===== config.mk =====
export PLATFORM = sky130hd
export DESIGN_NAME = xor_sprite_framebuffer_flat
export DESIGN_NICKNAME = d
export VERILOG_FILES = /design/src/rtl/xsfb_pkg.sv /design/src/rtl/xsfb_if.sv /design/src/rtl/xsfb_ram.sv /design/src/rtl/xsfb_ctrl.sv /design/src/rtl/xsfb_dp.sv /design/src/rtl/xor_sprite_framebuffer.sv /design/src/flat_wrapper.sv
export SDC_FILE = /design/constraint.sdc
export NUM_CORES = 2
export LEC_CHECK = 0
export CORE_MARGIN = 1.5
export CORE_UTILIZATION = 45
export CTS_CLUSTER_DIAMETER = 30
export DETAILED_ROUTE_END_ITERATION = 7
export DONT_BUFFER_PORTS = 1
export PLACE_DENSITY = 0.65
export SETUP_SLACK_MARGIN = 0.05
export SLEW_MARGIN = 20
export SYNTH_ARGS = -nofsm -noshare
export SYNTH_HDL_FRONTEND = slang
export SYNTH_SLANG_ARGS = --single-unit

===== constraint.sdc =====
create_clock -name i_clk -period 9.7 [get_ports i_clk]
set_clock_uncertainty 0.2 [all_clocks]
set_input_delay 0 -clock i_clk [delete_from_list [all_inputs] [get_ports i_clk]]
set_output_delay 0 -clock i_clk [all_outputs]
set_load 0.02 [all_outputs]

===== src/rtl/xsfb_pkg.sv =====
// ============================================================================
// xsfb_pkg: shared types and codes of the XOR sprite framebuffer
// Command codes and the control/status bundles between controller and datapath.
// ============================================================================
package xsfb_pkg;

    typedef logic [1:0] t_cmd;

    localparam t_cmd CMD_CLEAR = 2'd0;
    localparam t_cmd CMD_DRAW  = 2'd1;
    localparam t_cmd CMD_READ  = 2'd2;

    // controller -> datapath strobes, at most one high in one cycle
    typedef struct packed {
        logic ld_req;     // capture the request payload
        logic step_mod;   // reduce x and y by the display size
        logic step_wrap;  // add row index, wrap or range-check the row
        logic step_addr;  // byte indices, shifted sprite halves
        logic rd_first;   // read the left byte
        logic wr_first;   // xor the left byte back
        logic rd_second;  // read the spill byte
        logic wr_second;  // xor the spill byte back
        logic rd_byte;    // read the addressed byte
        logic cap_byte;   // capture read data
        logic sweep;      // write zero at the sweep address
        logic ld_out;     // load the result register
    } t_dp_ctl;

    // datapath -> controller status
    typedef struct packed {
        logic row_ok;     // target row lies on the display
        logic drop;       // spill byte clipped away
        logic sweep_last; // sweep address at the last store byte
        logic out_free;   // result register can take a new result
    } t_dp_stat;

endpackage


===== src/rtl/xsfb_if.sv =====
// ============================================================================
// xsfb_if: channel interfaces of the XOR sprite framebuffer
// Request, response and configuration channels with valid/ready transfer.
// ============================================================================
interface xsfb_req_if;
    logic       valid;
    logic       ready;
    logic [1:0] cmd;
    logic [7:0] pos_x;
    logic [7:0] pos_y;
    logic [3:0] row_index;
    logic [7:0] sprite_byte;
    logic [7:0] read_addr;

    modport source (output valid, cmd, pos_x, pos_y, row_index, sprite_byte, read_addr,
                    input ready);
    modport sink   (input valid, cmd, pos_x, pos_y, row_index, sprite_byte, read_addr,
                    output ready);
endinterface

interface xsfb_rsp_if;
    logic       valid;
    logic       ready;
    logic       collision;
    logic [7:0] read_data;

    modport source (output valid, collision, read_data, input ready);
    modport sink   (input valid, collision, read_data, output ready);
endinterface

interface xsfb_cfg_if;
    logic valid;
    logic ready;
    logic clip_mode;

    modport source (output valid, clip_mode, input ready);
    modport sink   (input valid, clip_mode, output ready);
endinterface


===== src/rtl/xsfb_ram.sv =====
// ============================================================================
// xsfb_ram: generic simple dual-port RAM
// One write port, one read port, registered read data (old data on collision).
// ============================================================================
module xsfb_ram #(
    parameter int   WIDTH = 8,
    parameter int   DEPTH = 256,
    localparam int  AW    = (DEPTH > 1) ? $clog2(DEPTH) : 1
) (
    input  logic             i_clk,
    input  logic             i_we,
    input  logic [AW-1:0]    i_waddr,
    input  logic [WIDTH-1:0] i_wdata,
    input  logic [AW-1:0]    i_raddr,
    output logic [WIDTH-1:0] o_rdata
);

    logic [WIDTH-1:0] r_mem [DEPTH];
    logic [WIDTH-1:0] r_rdata;

    always_ff @(posedge i_clk) begin
        if (i_we) begin
            r_mem[i_waddr] <= i_wdata;
        end
        r_rdata <= r_mem[i_raddr];
    end

    assign o_rdata = r_rdata;

endmodule


===== src/rtl/xsfb_ctrl.sv =====
// ============================================================================
// xsfb_ctrl: command sequencer of the XOR sprite framebuffer
// Walks each command through the datapath and the store port.
// ============================================================================
module xsfb_ctrl (
    input  logic               i_clk,
    input  logic               i_rst_n,
    input  logic               i_req_valid,
    input  xsfb_pkg::t_cmd     i_req_cmd,
    input  xsfb_pkg::t_dp_stat i_stat,
    output logic               o_req_ready,
    output xsfb_pkg::t_dp_ctl  o_ctl
);
    import xsfb_pkg::*;

    localparam logic [3:0] S_SWEEP = 4'd0;
    localparam logic [3:0] S_IDLE  = 4'd1;
    localparam logic [3:0] S_MOD   = 4'd2;
    localparam logic [3:0] S_WRAP  = 4'd3;
    localparam logic [3:0] S_ADDR  = 4'd4;
    localparam logic [3:0] S_RD1   = 4'd5;
    localparam logic [3:0] S_WR1   = 4'd6;
    localparam logic [3:0] S_RD2   = 4'd7;
    localparam logic [3:0] S_WR2   = 4'd8;
    localparam logic [3:0] S_RDB   = 4'd9;
    localparam logic [3:0] S_RDW   = 4'd10;
    localparam logic [3:0] S_DONE  = 4'd11;

    logic [3:0] r_state, n_state;
    logic       r_rsp, n_rsp;   // sweep ends in a response (clear command)
    logic       accept;

    assign o_req_ready = (r_state == S_IDLE);
    assign accept      = o_req_ready && i_req_valid;

    always_comb begin
        n_state = r_state;
        n_rsp   = r_rsp;
        o_ctl   = '0;
        unique case (r_state)
            S_SWEEP: begin
                o_ctl.sweep = 1'b1;
                if (i_stat.sweep_last) begin
                    n_state = r_rsp ? S_DONE : S_IDLE;
                end
            end
            S_IDLE: begin
                if (accept) begin
                    o_ctl.ld_req = 1'b1;
                    unique case (i_req_cmd)
                        CMD_CLEAR: begin
                            n_state = S_SWEEP;
                            n_rsp   = 1'b1;
                        end
                        CMD_DRAW: n_state = S_MOD;
                        CMD_READ: n_state = S_RDB;
                        default:  n_state = S_DONE;
                    endcase
                end
            end
            S_MOD: begin
                o_ctl.step_mod = 1'b1;
                n_state        = S_WRAP;
            end
            S_WRAP: begin
                o_ctl.step_wrap = 1'b1;
                n_state         = S_ADDR;
            end
            S_ADDR: begin
                o_ctl.step_addr = 1'b1;
                n_state         = i_stat.row_ok ? S_RD1 : S_DONE;
            end
            S_RD1: begin
                o_ctl.rd_first = 1'b1;
                n_state        = S_WR1;
            end
            S_WR1: begin
                o_ctl.wr_first = 1'b1;
                n_state        = i_stat.drop ? S_DONE : S_RD2;
            end
            S_RD2: begin
                o_ctl.rd_second = 1'b1;
                n_state         = S_WR2;
            end
            S_WR2: begin
                o_ctl.wr_second = 1'b1;
                n_state         = S_DONE;
            end
            S_RDB: begin
                o_ctl.rd_byte = 1'b1;
                n_state       = S_RDW;
            end
            S_RDW: begin
                o_ctl.cap_byte = 1'b1;
                n_state        = S_DONE;
            end
            S_DONE: begin
                if (i_stat.out_free) begin
                    o_ctl.ld_out = 1'b1;
                    n_rsp        = 1'b0;
                    n_state      = S_IDLE;
                end
            end
            default: n_state = S_IDLE;
        endcase
    end

    always_ff @(posedge i_clk) begin
        if (!i_rst_n) begin
            r_state <= S_SWEEP;
            r_rsp   <= 1'b0;
        end else begin
            r_state <= n_state;
            r_rsp   <= n_rsp;
        end
    end

endmodule


===== src/rtl/xsfb_dp.sv =====
// ============================================================================
// xsfb_dp: datapath of the XOR sprite framebuffer
// Coordinate reduction, byte addressing, XOR/collision, sweep and result regs.
// ============================================================================
module xsfb_dp #(
    parameter int  DISP_WIDTH  = 64,
    parameter int  DISP_HEIGHT = 32,
    localparam int ROW_BYTES   = DISP_WIDTH / 8,
    localparam int STORE_BYTES = ROW_BYTES * DISP_HEIGHT,
    localparam int AW          = (STORE_BYTES > 1) ? $clog2(STORE_BYTES) : 1
) (
    input  logic               i_clk,
    input  logic               i_rst_n,
    input  xsfb_pkg::t_dp_ctl  i_ctl,
    output xsfb_pkg::t_dp_stat o_stat,
    // request payload
    input  logic [7:0]         i_pos_x,
    input  logic [7:0]         i_pos_y,
    input  logic [3:0]         i_row_index,
    input  logic [7:0]         i_sprite_byte,
    input  logic [7:0]         i_read_addr,
    // configuration
    input  logic               i_cfg_valid,
    input  logic               i_cfg_clip_mode,
    // store port
    output logic               o_ram_we,
    output logic [AW-1:0]      o_ram_waddr,
    output logic [7:0]         o_ram_wdata,
    output logic [AW-1:0]      o_ram_raddr,
    input  logic [7:0]         i_ram_rdata,
    // response
    input  logic               i_rsp_ready,
    output logic               o_rsp_valid,
    output logic               o_rsp_collision,
    output logic [7:0]         o_rsp_read_data
);
    import xsfb_pkg::*;

    localparam int IW  = AW + 1;
    localparam int XW  = $clog2(DISP_WIDTH);
    localparam int YMW = (DISP_HEIGHT > 1) ? $clog2(DISP_HEIGHT) : 1;
    localparam int YSW = $clog2(DISP_HEIGHT + 16);

    // request payload
    logic [7:0]       r_pos_x;
    logic [7:0]       r_pos_y;
    logic [3:0]       r_row_index;
    logic [7:0]       r_sprite;
    logic [7:0]       r_read_addr;

    logic [XW-1:0]    r_xm;
    logic [YMW-1:0]   r_ym;
    logic [YSW-1:0]   r_y;
    logic             r_row_ok;
    logic [IW-1:0]    r_first;
    logic [IW-1:0]    r_second;
    logic             r_drop;
    logic [7:0]       r_left;
    logic [7:0]       r_right;
    logic [7:0]       r_rbyte;
    logic             r_acc;
    logic             r_clip;
    logic [AW-1:0]    r_sweep_cnt;
    logic             r_out_valid;
    logic             r_out_coll;
    logic [7:0]       r_out_data;

    logic [15:0]      xmod_t;
    logic [15:0]      ymod_t;
    logic [15:0]      ywrap_t;
    logic [YSW-1:0]   ysum;
    logic [IW-1:0]    base;
    logic [IW-1:0]    first;
    logic [XW:0]      x_end;
    logic             spill;
    logic [15:0]      shifted;
    logic             first_ok;
    logic             second_ok;
    logic             byte_ok;
    logic             wr_ok;
    logic [7:0]       wr_bits;
    logic             hit;

    // x mod width and y mod height: restoring reduction by shifted multiples
    always_comb begin
        xmod_t = 16'(r_pos_x);
        for (int k = 7; k >= 0; k--) begin
            if (xmod_t >= (16'(DISP_WIDTH) << k)) begin
                xmod_t = xmod_t - (16'(DISP_WIDTH) << k);
            end
        end
    end

    always_comb begin
        ymod_t = 16'(r_pos_y);
        for (int k = 7; k >= 0; k--) begin
            if (ymod_t >= (16'(DISP_HEIGHT) << k)) begin
                ymod_t = ymod_t - (16'(DISP_HEIGHT) << k);
            end
        end
    end

    // row sum stays below height + 15, so four steps cover the wrap
    assign ysum = YSW'(r_ym) + YSW'(r_row_index);

    always_comb begin
        ywrap_t = 16'(ysum);
        for (int k = 3; k >= 0; k--) begin
            if (ywrap_t >= (16'(DISP_HEIGHT) << k)) begin
                ywrap_t = ywrap_t - (16'(DISP_HEIGHT) << k);
            end
        end
    end

    assign base    = IW'(r_y) * IW'(ROW_BYTES);
    assign first   = base + IW'(r_xm >> 3);
    assign x_end   = (XW + 1)'(r_xm) + (XW + 1)'(8);
    assign spill   = x_end > (XW + 1)'(DISP_WIDTH);
    assign shifted = {r_sprite, 8'h00} >> r_xm[2:0];

    assign first_ok  = r_first  < IW'(STORE_BYTES);
    assign second_ok = r_second < IW'(STORE_BYTES);
    assign byte_ok   = 16'(r_read_addr) < 16'(STORE_BYTES);

    assign wr_bits = i_ctl.wr_second ? r_right : r_left;
    assign wr_ok   = i_ctl.wr_second ? second_ok : first_ok;
    assign hit     = wr_ok && ((i_ram_rdata & wr_bits) != 8'h00);

    // store port
    always_comb begin
        o_ram_raddr = r_first[AW-1:0];
        if (i_ctl.rd_byte) begin
            o_ram_raddr = AW'(r_read_addr);
        end else if (i_ctl.rd_second) begin
            o_ram_raddr = r_second[AW-1:0];
        end
    end

    always_comb begin
        o_ram_we    = 1'b0;
        o_ram_waddr = r_first[AW-1:0];
        o_ram_wdata = i_ram_rdata ^ wr_bits;
        if (i_ctl.sweep) begin
            o_ram_we    = 1'b1;
            o_ram_waddr = r_sweep_cnt;
            o_ram_wdata = 8'h00;
        end else if (i_ctl.wr_first || i_ctl.wr_second) begin
            o_ram_we    = wr_ok;
            o_ram_waddr = i_ctl.wr_second ? r_second[AW-1:0] : r_first[AW-1:0];
        end
    end

    // payload and address registers
    always_ff @(posedge i_clk) begin
        if (i_ctl.ld_req) begin
            r_pos_x     <= i_pos_x;
            r_pos_y     <= i_pos_y;
            r_row_index <= i_row_index;
            r_sprite    <= i_sprite_byte;
            r_read_addr <= i_read_addr;
            r_rbyte     <= 8'h00;
        end
        if (i_ctl.step_mod) begin
            r_xm <= XW'(xmod_t);
            r_ym <= YMW'(ymod_t);
        end
        if (i_ctl.step_wrap) begin
            r_y      <= r_clip ? ysum : YSW'(ywrap_t);
            r_row_ok <= !r_clip || (ysum < YSW'(DISP_HEIGHT));
        end
        if (i_ctl.step_addr) begin
            r_first  <= first;
            r_second <= spill ? base : first + IW'(1);
            r_drop   <= spill && r_clip;
            r_left   <= shifted[15:8];
            r_right  <= shifted[7:0];
        end
        if (i_ctl.cap_byte) begin
            r_rbyte <= byte_ok ? i_ram_rdata : 8'h00;
        end
        if (i_ctl.ld_out) begin
            r_out_coll <= r_acc;
            r_out_data <= r_rbyte;
        end
    end

    // control state
    always_ff @(posedge i_clk) begin
        if (!i_rst_n) begin
            r_acc       <= 1'b0;
            r_clip      <= 1'b0;
            r_sweep_cnt <= '0;
            r_out_valid <= 1'b0;
        end else begin
            if (i_cfg_valid) begin
                r_clip <= i_cfg_clip_mode;
            end
            if (i_ctl.step_mod && (r_row_index == 4'd0)) begin
                r_acc <= 1'b0;
            end else if (i_ctl.wr_first || i_ctl.wr_second) begin
                r_acc <= r_acc | hit;
            end
            if (i_ctl.sweep && !o_stat.sweep_last) begin
                r_sweep_cnt <= r_sweep_cnt + AW'(1);
            end else begin
                r_sweep_cnt <= '0;
            end
            if (i_ctl.ld_out) begin
                r_out_valid <= 1'b1;
            end else if (i_rsp_ready) begin
                r_out_valid <= 1'b0;
            end
        end
    end

    assign o_stat.row_ok     = r_row_ok;
    assign o_stat.drop       = r_drop;
    assign o_stat.sweep_last = (r_sweep_cnt == AW'(STORE_BYTES - 1));
    assign o_stat.out_free   = !r_out_valid || i_rsp_ready;

    assign o_rsp_valid     = r_out_valid;
    assign o_rsp_collision = r_out_coll;
    assign o_rsp_read_data = r_out_data;

endmodule


===== src/rtl/xor_sprite_framebuffer.sv =====
// ============================================================================
// xor_sprite_framebuffer: 1-bpp display store with XOR sprite drawing
// Top level: sequencer, datapath and the byte-wide display store.
// ============================================================================
// The display is DISP_WIDTH x DISP_HEIGHT pixels, one bit each, packed
// DISP_WIDTH/8 bytes per row with the leftmost pixel in the byte MSB. A draw
// command XORs one 8-pixel sprite row at (x mod width, (y mod height) + row)
// and reports the collision flag gathered over the sprite so far (row 0
// restarts it); a read returns one store byte, zero past the end of the store;
// a clear zeroes the store. clip_mode selects wrap (0) or clip (1) at the
// right and bottom edges. Every accepted command gives exactly one response.
// A draw takes two reduction steps, an address step, then a read
// and a write-back on the store for each of the two bytes the row touches
// (a row clipped off the bottom ends after the address step, a clipped
// spill byte skips the second read and write-back); a read takes a store
// read and a capture; an unused command goes straight to the response load;
// a clear sweeps the store, writing one store byte per cycle. The load
// waits while an earlier response still sits unread in the output register.
// Ready rises again in the cycle after the load, while that response may
// still wait in the output register. After reset the same sweep runs with
// ready low; configuration transfers are taken at any time (always ready)
// and must be issued only while idle.
module xor_sprite_framebuffer #(
    parameter int DISP_WIDTH  = 64,
    parameter int DISP_HEIGHT = 32
) (
    input  logic        i_clk,
    input  logic        i_rst_n,
    xsfb_req_if.sink    i_req,
    xsfb_rsp_if.source  o_rsp,
    xsfb_cfg_if.sink    i_cfg
);
    import xsfb_pkg::*;

    localparam int STORE_BYTES = (DISP_WIDTH / 8) * DISP_HEIGHT;
    localparam int AW          = (STORE_BYTES > 1) ? $clog2(STORE_BYTES) : 1;

    t_dp_ctl          ctl;
    t_dp_stat         stat;
    logic             ram_we;
    logic [AW-1:0]    ram_waddr;
    logic [7:0]       ram_wdata;
    logic [AW-1:0]    ram_raddr;
    logic [7:0]       ram_rdata;

    // the clip register takes every transfer
    assign i_cfg.ready = 1'b1;

    xsfb_ctrl u_ctrl (
        .i_clk       (i_clk),
        .i_rst_n     (i_rst_n),
        .i_req_valid (i_req.valid),
        .i_req_cmd   (i_req.cmd),
        .i_stat      (stat),
        .o_req_ready (i_req.ready),
        .o_ctl       (ctl)
    );

    xsfb_dp #(
        .DISP_WIDTH  (DISP_WIDTH),
        .DISP_HEIGHT (DISP_HEIGHT)
    ) u_dp (
        .i_clk           (i_clk),
        .i_rst_n         (i_rst_n),
        .i_ctl           (ctl),
        .o_stat          (stat),
        .i_pos_x         (i_req.pos_x),
        .i_pos_y         (i_req.pos_y),
        .i_row_index     (i_req.row_index),
        .i_sprite_byte   (i_req.sprite_byte),
        .i_read_addr     (i_req.read_addr),
        .i_cfg_valid     (i_cfg.valid),
        .i_cfg_clip_mode (i_cfg.clip_mode),
        .o_ram_we        (ram_we),
        .o_ram_waddr     (ram_waddr),
        .o_ram_wdata     (ram_wdata),
        .o_ram_raddr     (ram_raddr),
        .i_ram_rdata     (ram_rdata),
        .i_rsp_ready     (o_rsp.ready),
        .o_rsp_valid     (o_rsp.valid),
        .o_rsp_collision (o_rsp.collision),
        .o_rsp_read_data (o_rsp.read_data)
    );

    // display store, one byte per entry
    xsfb_ram #(
        .WIDTH (8),
        .DEPTH (STORE_BYTES)
    ) u_store (
        .i_clk   (i_clk),
        .i_we    (ram_we),
        .i_waddr (ram_waddr),
        .i_wdata (ram_wdata),
        .i_raddr (ram_raddr),
        .o_rdata (ram_rdata)
    );

endmodule


===== src/flat_wrapper.sv =====
// flat-port wrapper written by rule: the top's interface ports become plain ports
module xor_sprite_framebuffer_flat import xsfb_pkg::*;
#(
    parameter int DISP_WIDTH  = 64,
    parameter int DISP_HEIGHT = 32
)
  (i_clk, i_rst_n, i_req_valid, i_req_cmd, i_req_pos_x, i_req_pos_y, i_req_row_index, i_req_sprite_byte, i_req_read_addr, i_req_ready, o_rsp_valid, o_rsp_collision, o_rsp_read_data, o_rsp_ready, i_cfg_valid, i_cfg_clip_mode, i_cfg_ready);
  xsfb_req_if i_req_i ();
  xsfb_rsp_if o_rsp_i ();
  xsfb_cfg_if i_cfg_i ();
  input  logic i_clk;
  input  logic i_rst_n;
  input wire logic [$bits(i_req_i.valid)-1:0] i_req_valid;
  input wire logic [$bits(i_req_i.cmd)-1:0] i_req_cmd;
  input wire logic [$bits(i_req_i.pos_x)-1:0] i_req_pos_x;
  input wire logic [$bits(i_req_i.pos_y)-1:0] i_req_pos_y;
  input wire logic [$bits(i_req_i.row_index)-1:0] i_req_row_index;
  input wire logic [$bits(i_req_i.sprite_byte)-1:0] i_req_sprite_byte;
  input wire logic [$bits(i_req_i.read_addr)-1:0] i_req_read_addr;
  output wire logic [$bits(i_req_i.ready)-1:0] i_req_ready;
  output wire logic [$bits(o_rsp_i.valid)-1:0] o_rsp_valid;
  output wire logic [$bits(o_rsp_i.collision)-1:0] o_rsp_collision;
  output wire logic [$bits(o_rsp_i.read_data)-1:0] o_rsp_read_data;
  input wire logic [$bits(o_rsp_i.ready)-1:0] o_rsp_ready;
  input wire logic [$bits(i_cfg_i.valid)-1:0] i_cfg_valid;
  input wire logic [$bits(i_cfg_i.clip_mode)-1:0] i_cfg_clip_mode;
  output wire logic [$bits(i_cfg_i.ready)-1:0] i_cfg_ready;
  assign i_req_i.valid = i_req_valid;
  assign i_req_i.cmd = i_req_cmd;
  assign i_req_i.pos_x = i_req_pos_x;
  assign i_req_i.pos_y = i_req_pos_y;
  assign i_req_i.row_index = i_req_row_index;
  assign i_req_i.sprite_byte = i_req_sprite_byte;
  assign i_req_i.read_addr = i_req_read_addr;
  assign i_req_ready = i_req_i.ready;
  assign o_rsp_valid = o_rsp_i.valid;
  assign o_rsp_collision = o_rsp_i.collision;
  assign o_rsp_read_data = o_rsp_i.read_data;
  assign o_rsp_i.ready = o_rsp_ready;
  assign i_cfg_i.valid = i_cfg_valid;
  assign i_cfg_i.clip_mode = i_cfg_clip_mode;
  assign i_cfg_ready = i_cfg_i.ready;
  xor_sprite_framebuffer #(.DISP_WIDTH(DISP_WIDTH), .DISP_HEIGHT(DISP_HEIGHT)) u_core (.i_clk(i_clk), .i_rst_n(i_rst_n), .i_req(i_req_i), .o_rsp(o_rsp_i), .i_cfg(i_cfg_i));
endmodule

==> flow_metrics.tcl <==
set metrics [dict create \
    min_period_over_period_pct 62.3 \
    fp-row-count 160 \
    cts_resized 0 \
    worstPathRequired_ns 10.28 \
    r2r_start "u_core.u_ctrl.r_state[2]" \
    htree_levels 5 \
    via_count 54800 \
    yosysTopAreaCell "edfxtp_1" \
    whs_ns 0.0794 \
    ant_nets 0 \
    post-cts-setup-buffers 0 \
    drv_slew 0 \
    ys_types 62 \
    hpwl_um 119000 \
    cap_violations 0 \
    ctsHoldBuffers 112 \
    critical_path_arrival_ns 6.62 \
    seqCellArea_sq_um 65000 \
    crit_type "flop to flop" \
    synth_area_sq_um 85900 \
    dieHeight_um 440 \
    synthesis.nets 6360 \
    post-place-ws_ns 3.74 \
    core_sq_um 190000 \
    grt_pass1_vias 53000 \
    setup_viol 0 \
    worstPathMaxFanout 134 \
    grt.total_usage_pct 23.2 \
    drt_iter0_markers 6654 \
    antenna_found_initial 3 \
    power_leakage_uw 0.0348 \
    cts.sinks 2172 \
    wl_um 229000 \
    synth_edf_count 2148 \
    route.detailed.drc 0 \
    dr.pass1.iters 6 \
    crit_path_start_kind "flop" \
    synth.most_common_cell "edfxtp_1" \
    clkSlewWorstSetupHoldPaths_ns 0.06 \
    setup.worst_path.end_class "flop" \
    start_util_pct 45.2 \
    worstHoldStart "i_req_pos_y[3]" \
    syn2layout_area_growth_pct 20.5 \
    worst_pin_slew_ns 1.32 \
    p_per_area_nw_per_um2 236 \
    fin_crit_ns 6.04 \
    synth-main-ff-cell "edfxtp_1" \
    place.gp.congestion 0.827 \
    cts_root_buf "clkbuf_16" \
    synth_top_area_share_pct 75.1 \
    status "completed" \
    grt_start_max_net_pins 233 \
    synth_seq_cells 2172 \
    rsz0062_at_grt "no" \
    multi_input_area_sq_um 19200 \
    min_path_type "input port to flop" \
    syn_inst 6301 \
    ys_async_sr_fraction_pct 0 \
    yosysSeqAreaShare_pct 75.7 \
    slew_headroom_pct 11.2 \
    routedWlPerCell_um 24.5 \
    pin_count 56 \
    clk_latency_ns 0.97 \
    irDropWorstVdd_uv 212 \
    viasPerCell 5.87 \
    fillers 14700 \
    dieWidth_um 440 \
    crit_path_start "u_core.u_ctrl.r_state[2]" \
    fmax_ghz 0.166 \
    clockBufferDepth 4 \
    synth_common_cells "2148 x edfxtp_1, 1536 x nand2_1, 621 x a21oi_1" \
    nNetsFinal 6557 \
    postLayoutSetupSlackWorst_ns 3.66 \
    cts_buffers 413 \
    io_buffers 0 \
    drive_gt1_share_pct 12.1 \
    fin_tns_setup_ns 0 \
    grt_pass1_wl_um 337000 \
    tritoncts "yes" \
    finalHoldViolations 0 \
    synth_area_leaders "edfxtp_1 75%, nand2_1 6.7%, a21oi_1 3.6%" \
    ys_warn_count 0 \
    overflow 0 \
    syn_area_per_cell_sq_um 13.6 \
    die_area_sq_um 194000 \
]
-- placed cells by master, fill, tap and decap left out, types with 8 or more instances in the layout --
cell type      synthesis  final
clkinv_4               0     40
buf_4                 20     81
dfxtp_1               24     24
clkbuf_16              0    416
buf_12                 0     19
o211ai_1              24     24
clkbuf_1             217     43
ha_1                  14     14
o21ai_0               31     30
nand3_2                0     11
and2_1                22     18
a22oi_1               19     19
edfxtp_1            2148   2148
a221oi_1             102    102
nand4_1               20     20
clkinv_2               0     63
inv_1                 16     16
nor3_1                14     13
nor2b_4                0      8
dlygate4sd3_1          0    112
inv_6                  0     30
mux2_2                12     12
nor4_1                45     40
mux2i_1              129    129
bufinv_16              0     57
clkinvlp_4             0     40
a31oi_1               94     92
clkinv_1               0     39
a32oi_1              254    253
nand2_1             1536   1535
xnor2_1               10     10
a21oi_1              621    620
nor2_1               301    301
nand3_1              339    326
-- where the power goes --
group | internal [uW] | switching [uW]
sequential | 10200 | 4.32
combinational | 35.3 | 67.1
clock | 9370 | 4740
total | 19600 | 4810
-- final timing paths --
kind	to	slack [ns]	cells after the start
setup / recovery	u_core.u_store.o_rdata[0]	3.66	10
hold / removal	u_core.u_dp.r_pos_y[3]	0.08	2
setup reg to reg	u_core.u_store.o_rdata[0]	3.66	10
hold reg to reg	u_core.u_dp.r_ym[3]	0.22	0
-- cells by family after synthesis --
logic type      synth area share (%)
simple gates                    11.1
flops                           75.7
compound gates                  8.88
buf+inv                         2.33
mux                             1.66
xor+xnor                       0.163
fa+ha+maj                      0.227
other cells                  0.00437
-- flip-flops by register name, summed over array words and instances, names as in the netlist, 5 cells and up --
register and flops:
u_core.u_dp.r_first 9, u_core.u_dp.r_sweep_cnt 8, u_core.u_dp.r_pos_x 6, u_core.u_store.r_mem 2048, u_core.u_dp.r_sprite 8, u_core.u_dp.r_rbyte 8
u_core.u_dp.r_ym 5, u_core.u_dp.r_pos_y 5, u_core.u_dp.r_left 8, u_core.u_dp.r_xm 6, u_core.u_store.o_rdata 8, u_core.u_dp.r_right 7
u_core.u_dp.r_read_addr 8, u_core.u_dp.r_second 9, u_core.u_dp.o_rsp_read_data 8, u_core.u_dp.r_y 6
-- through the flow --
step	util, %	instance area, sq um	std cells	total power [uW]
floorplan	-	85900	6301	10400
global placement	46.5	88400	8479	10400
detailed placement	46.5	88400	8479	10400
CTS	54.4	103000	9331	24500
global route	54.5	103000	9334	24900
finish	54.5	103000	9338	24400
-- area by class of cell --
type                       instances  share of cell area, %
sequential                      2172                   62.8
antenna                            4                0.00967
clock inverter                   278                   3.11
timing repair buffer             216                   2.13
clock buffer                     462                   10.3
tap                             2511                   3.04
inverter                          16                 0.0580
multi-input combinational       3679                   18.6
-- routing by layer --
layer	GRT usage [%]	routed length (um)	vias up
li1	-	-	24300
met3	5.06	22200	439
met1	32.2	92700	27300
met2	35.8	106000	2854
met5	0	11	-
met4	8.97	7480	2
-- worst max-delay path: stages, from the launching register on --
cell and delay [ns]:
dfxtp_1 0.93, nand4b_1 0.75, nand2b_1 0.47, a21o_4 0.67, buf_12 0.48, mux2i_1 0.27
a221oi_1 0.12, a21oi_1 0.30, a21oi_1 0.22, nor4_1 1.05, nor4_1 0.09
No activity file was read; power rests on OpenSTA's default activity.
